==> src/hdl/linear_regression_gradient_accumulator_unit_assert.svh <==
// assertion macros shared by the gradient accumulator rtl
// no dependencies; included by files that carry concurrent assertions
`ifndef LINEAR_REGRESSION_GRADIENT_ACCUMULATOR_UNIT_ASSERT_SVH
`define LINEAR_REGRESSION_GRADIENT_ACCUMULATOR_UNIT_ASSERT_SVH
`ifndef SYNTH
`define LRGA_ASSERT(lbl, clk, rst_n, prop) \
  lbl: assert property (@(posedge clk) disable iff (!rst_n) prop) \
    else $error("lrga assertion failed");
`define LRGA_ASSERT_NEVER(lbl, clk, rst_n, cond) \
  lbl: assert property (@(posedge clk) disable iff (!rst_n) !(cond)) \
    else $error("lrga forbidden condition");
`else
`define LRGA_ASSERT(lbl, clk, rst_n, prop)
`define LRGA_ASSERT_NEVER(lbl, clk, rst_n, cond)
`endif
`endif

==> src/hdl/lrga_pkg.sv <==
// shared constants, types and control struct for the gradient accumulator
// no dependencies; used by every module of the block
`default_nettype none
package lrga_pkg;

  localparam int FEATURE_COUNT = 6;
  localparam int DATA_W        = 16;
  localparam int PROD_W        = 2 * DATA_W;
  localparam int PRED_W        = 35;
  localparam int ERR_W         = PRED_W - 8;
  localparam int GPROD_W       = ERR_W + DATA_W;
  localparam int GRAD_W        = 48;
  localparam int BIAS_ACC_W    = 40;
  localparam int SQ_W          = 2 * ERR_W - 1;
  localparam int COST_W        = 48;
  localparam int COUNT_W       = 16;
  localparam int CFG_IDX_W     = $clog2(FEATURE_COUNT + 1);

  localparam logic [CFG_IDX_W-1:0] REG_BIAS     = CFG_IDX_W'(0);
  localparam logic [CFG_IDX_W-1:0] REG_WEIGHT_0 = CFG_IDX_W'(1);

  localparam logic signed [DATA_W-1:0] BIAS_RESET     = DATA_W'(256);
  localparam logic signed [DATA_W-1:0] WEIGHT_0_RESET = DATA_W'(128);

  typedef enum logic [2:0] {
    S_IDLE,
    S_MUL,
    S_ERR,
    S_GRAD,
    S_ACC
  } state_e;

  typedef struct packed {
    logic load;
    logic mul_en;
    logic err_en;
    logic grad_en;
    logic acc_en;
    logic clear;
  } ctrl_t;

endpackage
`default_nettype wire

==> src/hdl/lrga_lane.sv <==
// one feature lane: weight product, gradient product, saturating accumulator
// depends on lrga_pkg
`default_nettype none
module lrga_lane (
  input  wire                                     clk_i,
  input  wire                                     rst_ni,
  input  wire lrga_pkg::ctrl_t                    ctrl_i,
  input  wire logic signed [lrga_pkg::DATA_W-1:0] weight_i,
  input  wire logic signed [lrga_pkg::DATA_W-1:0] feature_i,
  input  wire logic signed [lrga_pkg::ERR_W-1:0]  err_i,
  output logic signed [lrga_pkg::PROD_W-1:0]      prod_o,
  output logic signed [lrga_pkg::GRAD_W-1:0]      sum_o
);
  import lrga_pkg::*;

  logic signed [DATA_W-1:0]  x_q;
  logic signed [PROD_W-1:0]  prod_q;
  logic signed [GPROD_W-1:0] gprod_q, gprod_d;
  logic signed [GRAD_W-1:0]  acc_q, acc_d;
  logic signed [GRAD_W:0]    wide_sum;

  assign gprod_d = err_i * x_q;

  always_comb begin
    wide_sum = {acc_q[GRAD_W-1], acc_q} + (GRAD_W + 1)'(gprod_q);
    if (wide_sum[GRAD_W] != wide_sum[GRAD_W-1]) begin
      sum_o = {wide_sum[GRAD_W], {(GRAD_W - 1){~wide_sum[GRAD_W]}}};
    end else begin
      sum_o = wide_sum[GRAD_W-1:0];
    end
    if (ctrl_i.clear) begin
      acc_d = '0;
    end else begin
      acc_d = sum_o;
    end
  end

  always_ff @(posedge clk_i) begin
    if (ctrl_i.load) begin
      x_q <= feature_i;
    end
    if (ctrl_i.mul_en) begin
      prod_q <= weight_i * x_q;
    end
    if (ctrl_i.grad_en) begin
      gprod_q <= gprod_d;
    end
  end

  always_ff @(posedge clk_i or negedge rst_ni) begin
    if (!rst_ni) begin
      acc_q <= '0;
    end else if (ctrl_i.acc_en) begin
      acc_q <= acc_d;
    end
  end

  assign prod_o = prod_q;

endmodule
`default_nettype wire

==> config.mk <==
export PLATFORM = sky130hd
export DESIGN_NAME = lrga_lane
export DESIGN_NICKNAME = d
export VERILOG_FILES = /design/src/hdl/linear_regression_gradient_accumulator_unit_assert.svh /design/src/hdl/lrga_pkg.sv /design/src/hdl/lrga_lane.sv
export SDC_FILE = /design/constraint.sdc
export NUM_CORES = 2
export LEC_CHECK = 0
export ABC_AREA = 0
export CAP_MARGIN = 20
export CORE_ASPECT_RATIO = 0.8
export CORE_UTILIZATION = 40
export DETAILED_ROUTE_END_ITERATION = 7
export DONT_BUFFER_PORTS = 1
export PLACE_DENSITY = 0.59
export SLEW_MARGIN = 20
export SYNTH_ARGS = -nofsm -noshare
export SYNTH_HDL_FRONTEND = slang
export SYNTH_SLANG_ARGS = --single-unit
export TNS_END_PERCENT = 5
==> constraint.sdc <==
create_clock -name clk_i -period 8.7 [get_ports clk_i]
set_input_delay 2.61 -clock clk_i [delete_from_list [all_inputs] [get_ports clk_i]]
set_output_delay 2.61 -clock clk_i [all_outputs]
set_load 0.02 [all_outputs]
# After elaboration in Yosys (flattened, before gate mapping)
# Index checks and enable logic that the tools add are counted.
# totals
register_bits	139
inputBits	67
output_inout_bits	80
wordCells	11
# op_classes
addsub	1
multipliers	2
n_eq_ne	1
n_mux	2
bitwise	1
# op_table
op	count
two-way mux 48 bit	2
adder 48 x 43 -> 49 bit	1
multiplier 27 x 16 -> 43 bit	1
multiplier 16 x 16 -> 32 bit	1
!= test 1 bit	1
NOT 1 bit	1

# Depth between registers and ports, before layout
# depth
depth_word	4
mapped_depth	26
depth_no_buf	24

# Worst setup path before layout
# Ideal clock, no wire load.
# synth_timing
kind	input -> register
start	in err_i[18] (netlist bit)
end	reg gprod_q[36], data pin
setup_ns	0.265
t_arrival_ns	8.320
required_time_ns	8.435
slack_ns	0.115
path_stages	23
path_buffers	2
path_cell_list	clkbuf_1 > nand2_1 > fa_1 > fa_1 > fa_1 > inv_1 > fa_1 > fa_1 > inv_1 > fa_1 > inv_1 > ha_1 > clkbuf_1 > a21o_1 > a21o_1 > a21oi_1 > o21ai_0 > or3_1 > o2111ai_1 > nand2_1 > a221oi_1 > o21ai_0 > xor2_1
# synth_between
elab_chain_len	1
# synth_rtl
item	line_no	rtl
start: declaration	lrga_lane.sv:10	input wire logic signed [lrga_pkg::ERR_W-1:0] err_i,
multiplier 27 x 16 -> 43 bit	lrga_lane.sv:22	assign gprod_d = err_i * x_q;
via gprod_d[36]	lrga_lane.sv:18	logic signed [GPROD_W-1:0] gprod_q, gprod_d;
end signal: assignment	lrga_lane.sv:46	gprod_q <= gprod_d;
end: declaration	lrga_lane.sv:18	
# The timed path passes the listed nets, and every way through them passes these cells.
# A chain may end at the register's enable or synchronous reset.

# Worst setup path after layout
# layout_timing
start	in err_i[9] (netlist bit)
end	reg gprod_q[39], data pin
# The elaborated chain is that of the path after synthesis.

==> results.tsv <==
metric	value	unit
run_status	finished, final reports clean	
synth-async-reset-ratio	34.5	%
timing.fmax	121	MHz
synth_flop_cell	edfxtp_1	
cts_buffer_depth	2	
post-cts-setup-buffers	0	
seq_area_frac_synth	11.9	%
worst_slack	424	ps
netlist_area	0.0331	mm^2
synth_top_area_share	41.1	%
max_slew_margin	28.4	%
syn_inst	3559	
io_pins	147	
synth_edf_count	91	
synth_cell_types	85	
whs	488	ps
whs_path_depth	1	
n_fill_cell	8160	
ctsResizeCount	0	
die_area	0.0839	mm^2
syn-num-nets	4539	
cts-root-buf	clkbuf_16	
vias	23000	
clock_sinks	139	
critPathMaxFanout	16	
dp_cells	4568	
area_delta_synth_final	5.67	%
final_util	43.0	%
grt-ovfl-total	0	
ys_top_cells_by_area	fa_1, inv_1, ha_1, edfxtp_1, and2_1	
r2r.worst_path.cells	23	
critPathKind	in -> reg	
wl	77.4	mm
tightestPinTransition	1070	ps
grt_use_total	20.0	%
wire_per_inst	16.8	um
r2r-start	x_q[1]	
pre_cts_ws	-35.5	ps
cts_hold_buffers	0	
synth_top_area_cell	fa_1	
clkLatencyLatePin	510	ps
dr.pass1.iters	7	
hold_path.startpoint	acc_q[27]	
most-common-layout-cells	inv_1, fa_1, nand2_1	
drc	0	
viasPerCell	5.00	
drive_above_1_share	4.19	%
start_util	40.7	%
cp-startpoint	err_i[9]	
num_rows	93	
io_buffers	0	
grt_first_pass_wirelength	132	mm
finalCritPeriodShare	95.1	%
final_antenna_net_count	0	
die_h	259	um
cp-start-kind	input port	
ys_ff_latch	139	
grt_setup_unrepaired	no	
layout_commonest_cell	inv_1	
avgSynthCellArea	9.30	um^2
clk_pin_slew	70	ps
routabilityCongestion	0.885	
crit_arrival	8500	ps
antenna_found_initial	0	
finalSetupViolCount	0	
numCtsBuffers	17	
hold_path_class	reg -> reg	
stdcell_count	4602	
fp.dieW	324	um
cp_data_required_time	8920	ps
fin_nets	4477	
grt_pass1_vias	25100	
grt_max_degree	49	
core	0.0812	mm^2
drt-initial-drc-count	1235	
drv_cap	0	
yosys_warnings	0	
htree_levels	4	
cts_tree	built	
clock_skew	19.0	ps
end_kind	register	
slew_violations	0	
finalHoldViolations	0	
post-dp-hpwl	62.9	mm
min_period	8280	ps
diodes	0	
## Yosys cell counts (all sizes together) (44+ instances only)
| library cell | n |
|---|---|
| a21o | 77 |
| a21oi | 115 |
| and2 | 275 |
| clkbuf | 141 |
| dfrtp | 48 |
| edfxtp | 91 |
| fa | 679 |
| ha | 234 |
| inv | 805 |
| nand2 | 439 |
| nor2 | 141 |
| o21ai | 64 |
| o2bb2ai | 44 |
| xnor2 | 82 |
## sequential cells by signal (all words and copies together), names as in the netlist
signal / cells
acc_q: 48
gprod_q: 43
prod_o: 32
x_q: 16
## per-stage QoR
| stage | cell area (um^2) | TNS [ps] |
|---|---|---|
| after floorplan | 33100 | 0 |
| after global placement | 34300 | 0 |
| after detailed placement | 34300 | -35.5 |
| after CTS | 34900 | 0 |
| after global routing | 35000 | 0 |
| final | 35000 | 0 |
## path summary, 6_finish.rpt
check / slack [ps] / endpoint
min in group asynchronous: 1800 / acc_q[7]
min: 490 / acc_q[27]
min reg2reg: 490 / acc_q[27]
max: 420 / gprod_q[39]
max in group asynchronous: 6740 / acc_q[38]
max reg2reg: 1160 / gprod_q[39]
## kinds of logic (layout without fill, tap and decap cells)
group	after synthesis	after routing	synth area share (%)
and+or+nand+nor	978	978	14.1
adders and majority gates	933	933	50.6
muxes	6	6	0.185
DFF	139	139	11.9
AOI/OAI and AO/OA	416	416	8.69
xor gates and xnor gates	123	123	3.26
buffers and inverters	964	915	11.3
## layer usage
layer | share of wire (%) | routed length, um | up-vias | GRT usage [%]
li1 | - | - | 10700 | -
met1 | 48 | 37100 | 11800 | 28.5
met2 | 46 | 35700 | 429 | 32.3
met3 | 4.4 | 3390 | 67 | 2.97
met4 | 1.5 | 1180 | 0 | 4.40
met5 | 0 | 0 | - | 0
## area by class of cell
cell class / count / area [um^2] / share of cell area (%)
multi-input cells: 2456 / 25400 / 72.7
flip-flops and latches: 139 / 3930 / 11.3
inverters: 805 / 3020 / 8.64
well taps: 1092 / 1370 / 3.91
repair buffers: 78 / 609 / 1.74
clock buffers: 19 / 443 / 1.27
clock inverters: 13 / 176 / 0.505
## worst max-delay path, stage by stage
cell and delay, ps:
and2_1 150, fa_1 530, inv_1 50, fa_1 460, fa_1 510, inv_1 60, fa_1 500, fa_1 510
inv_1 50, fa_1 480, inv_1 40, ha_1 330, o21a_1 200, o21ai_0 190, nand2_1 80, a21oi_1 200
o21ai_0 130, a31oi_1 400, nor4_1 170, a2111oi_0 450, buf_4 200, a211oi_1 50, xor2_1 150
Power is left out: the tool's default activity adds up to more than one toggle a clock period on the data nets, which glitch-free logic cannot reach.
