File: src/hdl/linear_regression_gradient_accumulator_unit_assert.svh
// assertion macros shared by the gradient accumulator rtl
// no dependencies; included by files that carry concurrent assertions
`ifndef LINEAR_REGRESSION_GRADIENT_ACCUMULATOR_UNIT_ASSERT_SVH
`define LINEAR_REGRESSION_GRADIENT_ACCUMULATOR_UNIT_ASSERT_SVH
`ifndef SYNTH
`define LRGA_ASSERT(lbl, clk, rst_n, prop) \
  lbl: assert property (@(posedge clk) disable iff (!rst_n) prop) \
    else $error("lrga assertion failed");
`define LRGA_ASSERT_NEVER(lbl, clk, rst_n, cond) \
  lbl: assert property (@(posedge clk) disable iff (!rst_n) !(cond)) \
    else $error("lrga forbidden condition");
`else
`define LRGA_ASSERT(lbl, clk, rst_n, prop)
`define LRGA_ASSERT_NEVER(lbl, clk, rst_n, cond)
`endif
`endif

File: src/hdl/lrga_pkg.sv
// shared constants, types and control struct for the gradient accumulator
// no dependencies; used by every module of the block
`default_nettype none
package lrga_pkg;

  localparam int FEATURE_COUNT = 6;
  localparam int DATA_W        = 16;
  localparam int PROD_W        = 2 * DATA_W;
  localparam int PRED_W        = 35;
  localparam int ERR_W         = PRED_W - 8;
  localparam int GPROD_W       = ERR_W + DATA_W;
  localparam int GRAD_W        = 48;
  localparam int BIAS_ACC_W    = 40;
  localparam int SQ_W          = 2 * ERR_W - 1;
  localparam int COST_W        = 48;
  localparam int COUNT_W       = 16;
  localparam int CFG_IDX_W     = $clog2(FEATURE_COUNT + 1);

  localparam logic [CFG_IDX_W-1:0] REG_BIAS     = CFG_IDX_W'(0);
  localparam logic [CFG_IDX_W-1:0] REG_WEIGHT_0 = CFG_IDX_W'(1);

  localparam logic signed [DATA_W-1:0] BIAS_RESET     = DATA_W'(256);
  localparam logic signed [DATA_W-1:0] WEIGHT_0_RESET = DATA_W'(128);

  typedef enum logic [2:0] {
    S_IDLE,
    S_MUL,
    S_ERR,
    S_GRAD,
    S_ACC
  } state_e;

  typedef struct packed {
    logic load;
    logic mul_en;
    logic err_en;
    logic grad_en;
    logic acc_en;
    logic clear;
  } ctrl_t;

endpackage
`default_nettype wire

File: src/hdl/lrga_merge.sv
// merging stage: prediction sum, rounding, error, square, bias and cost sums
// depends on lrga_pkg
`default_nettype none
module lrga_merge (
  input  wire                                     clk_i,
  input  wire                                     rst_ni,
  input  wire lrga_pkg::ctrl_t                    ctrl_i,
  input  wire logic signed [lrga_pkg::DATA_W-1:0] bias_i,
  input  wire logic signed [lrga_pkg::DATA_W-1:0] target_i,
  input  wire logic signed [lrga_pkg::PROD_W-1:0] prod_i [lrga_pkg::FEATURE_COUNT],
  output logic signed [lrga_pkg::ERR_W-1:0]       err_o,
  output logic signed [lrga_pkg::BIAS_ACC_W-1:0]  bias_sum_o,
  output logic        [lrga_pkg::COST_W-1:0]      cost_sum_o
);
  import lrga_pkg::*;

  logic signed [DATA_W-1:0]     target_q;
  logic signed [PRED_W-1:0]     pred, pred_rnd;
  logic signed [ERR_W:0]        err_full;
  logic signed [ERR_W-1:0]      err_q;
  logic signed [2*ERR_W-1:0]    sq_full;
  logic        [SQ_W-1:0]       sq_q;
  logic signed [BIAS_ACC_W:0]   bias_wide;
  logic signed [BIAS_ACC_W-1:0] bias_acc_q;
  logic        [SQ_W:0]         cost_wide;
  logic        [COST_W-1:0]     cost_acc_q;

  always_comb begin
    pred = {{(PRED_W - DATA_W - 8){bias_i[DATA_W-1]}}, bias_i, 8'h00};
    for (int j = 0; j < FEATURE_COUNT; j++) begin
      pred = pred + PRED_W'(prod_i[j]);
    end
    pred_rnd = pred + PRED_W'(128);
    err_full = {pred_rnd[PRED_W-1], pred_rnd[PRED_W-1:8]} - (ERR_W + 1)'(target_q);
  end

  assign sq_full = err_q * err_q;

  always_comb begin
    bias_wide = {bias_acc_q[BIAS_ACC_W-1], bias_acc_q} + (BIAS_ACC_W + 1)'(err_q);
    if (bias_wide[BIAS_ACC_W] != bias_wide[BIAS_ACC_W-1]) begin
      bias_sum_o = {bias_wide[BIAS_ACC_W], {(BIAS_ACC_W - 1){~bias_wide[BIAS_ACC_W]}}};
    end else begin
      bias_sum_o = bias_wide[BIAS_ACC_W-1:0];
    end
    cost_wide = (SQ_W + 1)'(cost_acc_q) + (SQ_W + 1)'(sq_q);
    if (|cost_wide[SQ_W:COST_W]) begin
      cost_sum_o = '1;
    end else begin
      cost_sum_o = cost_wide[COST_W-1:0];
    end
  end

  always_ff @(posedge clk_i) begin
    if (ctrl_i.load) begin
      target_q <= target_i;
    end
    if (ctrl_i.err_en) begin
      err_q <= err_full[ERR_W-1:0];
    end
    if (ctrl_i.grad_en) begin
      sq_q <= sq_full[SQ_W-1:0];
    end
  end

  always_ff @(posedge clk_i or negedge rst_ni) begin
    if (!rst_ni) begin
      bias_acc_q <= '0;
      cost_acc_q <= '0;
    end else if (ctrl_i.acc_en) begin
      if (ctrl_i.clear) begin
        bias_acc_q <= '0;
        cost_acc_q <= '0;
      end else begin
        bias_acc_q <= bias_sum_o;
        cost_acc_q <= cost_sum_o;
      end
    end
  end

  assign err_o = err_q;

endmodule
`default_nettype wire

File: config.mk
export PLATFORM = sky130hd
export DESIGN_NAME = lrga_merge
export DESIGN_NICKNAME = d
export VERILOG_FILES = /design/src/hdl/linear_regression_gradient_accumulator_unit_assert.svh /design/src/hdl/lrga_pkg.sv /design/src/hdl/lrga_merge.sv
export SDC_FILE = /design/constraint.sdc
export NUM_CORES = 2
export LEC_CHECK = 0
export ABC_CLOCK_PERIOD_IN_PS = 10000
export BUFFER_PORTS_ARGS = -buffer_cell sky130_fd_sc_hd__buf_2
export CAP_MARGIN = 20
export CELL_PAD_IN_SITES_DETAIL_PLACEMENT = 0
export CELL_PAD_IN_SITES_GLOBAL_PLACEMENT = 1
export CORE_MARGIN = 8
export CORE_UTILIZATION = 39
export DETAILED_ROUTE_END_ITERATION = 16
export PLACE_DENSITY_LB_ADDON = 0.1
export SKIP_CTS_REPAIR_TIMING = 1
export SKIP_LAST_GASP = 1
export SYNTH_ARGS = -nofsm -noshare
export SYNTH_HDL_FRONTEND = slang
export SYNTH_SLANG_ARGS = --single-unit
File: constraint.sdc
create_clock -name clk_i -period 10 [get_ports clk_i]
set_input_delay 1.5 -clock clk_i [delete_from_list [all_inputs] [get_ports clk_i]]
set_output_delay 1.5 -clock clk_i [all_outputs]
set_load 0.05 [all_outputs]
Word level (Yosys, flattened, before mapping)
Index checks and enable logic that the tools add are counted.
- bits of input ports: 232
- word-level logic and storage cells: 23
- output and inout port bits: 115
- flip-flop bits (word level): 184
- bitwise gates (word level): 1
- reduce and logical (&&, ||, !) cells: 1
- add/sub/neg operators: 10
- mux-type cells: 4
- multipliers: 1
- eq/ne operators: 1
- operators with widths (kind ; number):
    $add 35x32->35 ; 3
    $mux 48 ; 2
    $mux 40 ; 2
    $add 48x53->54 ; 1
    $mul 27x27->53 ; 1
    $add 40x27->41 ; 1
    $add 34x32->35 ; 1
    $add 35x9->35 const B ; 1
    $add 33x32->34 ; 1
    $add 24x32->33 ; 1
    $sub 27x16->27 ; 1
    $reduce_or 6->1 ; 1
    $ne 1x1->1 ; 1
    $not 1->1 ; 1

Depth between registers and ports, before layout
- depth after elaboration: 8
- depth in mapped cells: 30
- depth with buffers taken out: 29

Worst setup path before layout
Ideal clock, no wire load.
- path kind: register -> register
- start point: register err_q[26] (netlist: err_o[26])
- end point: register sq_q[51] (data pin)
- data arrival time: 7893 ps
- stages on the path, launching flop included: 27
- path buffers: 2
- setup time: 265 ps
- slack: 1842 ps
- clock period less this slack: 8158 ps
- path through: edfxtp_1 > clkbuf_1 > clkbuf_1 > and2_1 > fa_1 > fa_1 > fa_1 > ha_1 > inv_1 > fa_1 > inv_1 > fa_1 > inv_1 > fa_1 > inv_1 > ha_1 > inv_1 > o21bai_1 > a21oi_1 > nand2_1 > a21o_1 > a21o_1 > a21o_1 > a41o_1 > a221oi_1 > o21ai_0 > xor2_1
- cells in the longest elaborated chain, start to end: 1
- ends and longest elaborated chain (what ; line ; text):
    start: declaration ; lrga_merge.sv:20 ; logic signed [ERR_W-1:0] err_q;
    start signal: assignment ; lrga_merge.sv:59 ; err_q <= err_full[ERR_W-1:0];
    $mul 27x27->53 ; lrga_merge.sv:37 ; assign sq_full = err_q * err_q;
    net sq_full[51] ; lrga_merge.sv:21 ; logic signed [2*ERR_W-1:0] sq_full;
    end signal: assignment ; lrga_merge.sv:62 ; sq_q <= sq_full[SQ_W-1:0];
    end: declaration ; lrga_merge.sv:22 ; logic [SQ_W-1:0] sq_q;
The timed path passes the listed nets, and every way through them passes these cells.
A chain may end at the register's enable or synchronous reset.

Final worst setup path
- start point: register err_q[19] (netlist: err_o[19])
- end point: register sq_q[51] (data pin)
The elaborated chain is that of the path after synthesis.

==> results by group <==
Placed design
  • DP HPWL: 98.5 mm
  • Placer congestion estimate: 0.852
  • Number of port buffers: 345

Floorplanning
  • Io pins: 347
  • Total die area: 0.118 mm2
  • Die Wd: 343 um
  • Placement row count: 120
  • Core Region: 0.107 mm2
  • Die height: 343 um
  • Initial core utilization: 39.1%

Setup path
  • CP endpoint kind: flip-flop
  • CP max FO: 8
  • Crit path DAT: 8.89 ns
  • WP data required: 10.25 ns
  • Startpoint types: flip-flop
  • FF-to-FF path depth: 27
  • Crit Path Class: reg2reg

Layout
  • Fill cell count: 10,900
  • Synth-to-Final Area Change: 9.47%
  • Layout cells sized above 1: 9.33%
  • Final #Nets: 6,202

STA
  • Slew Viols, Final: 0
  • Fin Clk Skew: 0.0218 ns
  • Part of the cycle the worst path needs: 86.5%
  • Max frequency: 116 MHz
  • Fin Setup TNS: 0 ns
  • Slew @ Worst Pin: 1.03 ns
  • Final min period: 8.65 ns
  • RSZ-0062 raised after global routing: no
  • Fin. Hold Viols: 0
  • Max transition margin: 29.8%
  • Final hold slack: 0.492 ns
  • Setup-failing EPs final: 0

Clock tree
  • CTS Sinks: 183
  • Total CTS buffers: 17
  • Clock Root Buffer: clkbuf_16
  • TritonCTS clock tree: yes
  • CTS H-tree lvls: 4
  • CTS clock-pin slew for the worst setup and hold paths: 0.09 ns
  • Clk buf depth: 2
  • Clock Latency Late Sink: 0.50 ns

Logic synthesis
  • Post-synthesis mux area share: 0.0781%
  • FF+latch count, synth: 183
  • Synthesized Nets: 5,924
  • Yosys top cell area share: 40.7%
  • Xor and xnor area share after synthesis: 4.22%
  • Top-count cell post-synth: inv_1
  • Syn. warnings: 0
  • Top_reg_cell synth: edfxtp_1
  • Post-synthesis simple-gate area fraction: 9.81%
  • Share of synthesized flip-flops with an asynchronous set or reset: 48.1%
  • Synth area leader: fa_1
  • Most common library cells after synthesis: 1,248 x inv_1, 848 x fa_1, 349 x nand2_1, 322 x ha_1, 215 x nor2_1
  • Post-synthesis adder-cell area fraction: 50.4%
  • Synth area leaders: fa_1 41%, inv_1 11%, ha_1 9.7%, edfxtp_1 6.8%, dfrtp_1 5.3%
  • Number of synthesized flops with an enable pin: 95
  • Cell Area, Synth: 0.0417 mm2
  • Largest family of logic cells by synthesized area: adder cells
  • Yosys cell types: 75
  • Sequential share of the synthesized area: 12.1%
  • Syn avg cell area: 9.22 um2
  • Synth Area in Compound Gates: 10.7%
  • Cell count after synthesis: 4,522

Detailed routing
  • Routed Antenna Nets: 0
  • Initial DRC Count: 1,274
  • Iteration count of the initial detailed-routing pass: 5
  • Routed vias/inst: 4.82
  • DR WL/cell: 18.7 um
  • Drt drc: 0
  • Via count: 30,000
  • Final wirelength: 117 mm

Global route
  • GRT Residual Overflow: 0
  • Initial antenna violation count: 6
  • First-pass GRT wire length: 187 mm
  • Vias in the first global route: 33,300
  • Largest net degree at the start of global routing: 99
  • GRT Total Usage: 20.4%

Hold path
  • Hold path cells: 1
  • Worst Hold Class: reg2reg

Run
  • Max cap viols: 0

Status
  • Status: finished, final reports clean
==> per-stage QoR <==
step                utilization (%)  worst slack, ns  cell area, um2  cells
floorplan                         -             1.84           41700   4522
global placement               42.2             1.31           45000   6184
detailed placement             42.2             1.30           45000   6184
CTS                            42.8             1.27           45600   6216
global route                   42.8            0.834           45600   6217
finish                         42.8             1.35           45600   6218
==> worst max-delay path, stage by stage, from the launching register on <==
cell	delay, ns
edfxtp_1	0.36
clkinv_1	0.49
nor2_1	0.36
inv_1	0.10
fa_1	0.54
inv_1	0.06
fa_1	0.53
inv_1	0.05
fa_1	0.52
inv_1	0.05
fa_1	0.53
inv_1	0.06
fa_1	0.56
fa_1	0.44
fa_1	0.49
inv_1	0.04
ha_1	0.38
a21o_1	0.23
a21o_1	0.17
a21oi_1	0.20
o21a_1	0.15
o21ai_0	0.08
a41oi_1	0.39
o21ai_0	0.42
a41o_1	0.40
a221oi_1	0.46
o21ai_0	0.18
xor2_1	0.16
==> layout by cell type, fill, tap and decap left out, drive strengths merged, types with 5 or more instances in the layout <==
cell type and instances:
a2111oi 5, a211oi 11, a21boi 6, a21o 122, a21oi 180, a31o 5, a31oi 67, a41oi 5
and2 123, and3 23, and4 7, buf 400, clkbuf 17, clkinv 13, dfrtp 88, edfxtp 95
fa 848, ha 322, inv 1254, nand2 349, nand2b 38, nand3 32, nand4 24, nor2 215
nor2b 24, nor3 21, o211ai 7, o21a 19, o21ai 129, o21bai 32, o2bb2ai 36, o31ai 9
or2 6, or3 8, xnor2 134, xor2 67
==> final cells by class <==
class / instances / area, um2 / share of cell area, %
well taps: 1403 / 1760 / 3.85
multi-input cells: 2944 / 31400 / 68.8
flip-flops and latches: 183 / 5050 / 11.1
diodes: 2 / 5.00 / 0.0110
repair buffers: 400 / 2140 / 4.69
inverters: 1254 / 4710 / 10.3
clock buffers: 17 / 425 / 0.932
clock inverters: 15 / 165 / 0.362
==> layer usage <==
layer	GRT usage, %	vias up	share of wire (%)
met4	4.90	2	2.4
met2	35.0	543	48
met5	0	-	0.0086
met3	3.54	107	4.6
li1	-	14400	-
met1	26.7	14900	45
==> logic make-up after synthesis <==
logic type / Yosys count
AOI/OAI and AO/OA: 686
xor gates and xnor gates: 201
adders and majority gates: 1171
buffers and inverters: 1395
DFF: 183
muxes: 3
and+or+nand+nor: 883
==> final timing paths <==
kind                                      from             end  slack, ns
worst max-delay path                 err_o[19]        sq_q[51]       1.35
worst min-delay path            bias_acc_q[19]  bias_acc_q[19]       0.49
worst max register to register       err_o[19]        sq_q[51]       1.35
worst min register to register  bias_acc_q[19]  bias_acc_q[19]       0.49
max in group asynchronous               rst_ni  bias_acc_q[17]       7.71
min in group asynchronous               rst_ni  cost_acc_q[13]       0.96
==> flip-flops by register name (all words and copies together) (netlist names) <==
name        cells
target_q       16
err_o          27
sq_q           52
cost_acc_q     48
bias_acc_q     40
Power is not shown: default switching activity piles up to over one toggle a cycle in this logic, so the estimate is an artifact.
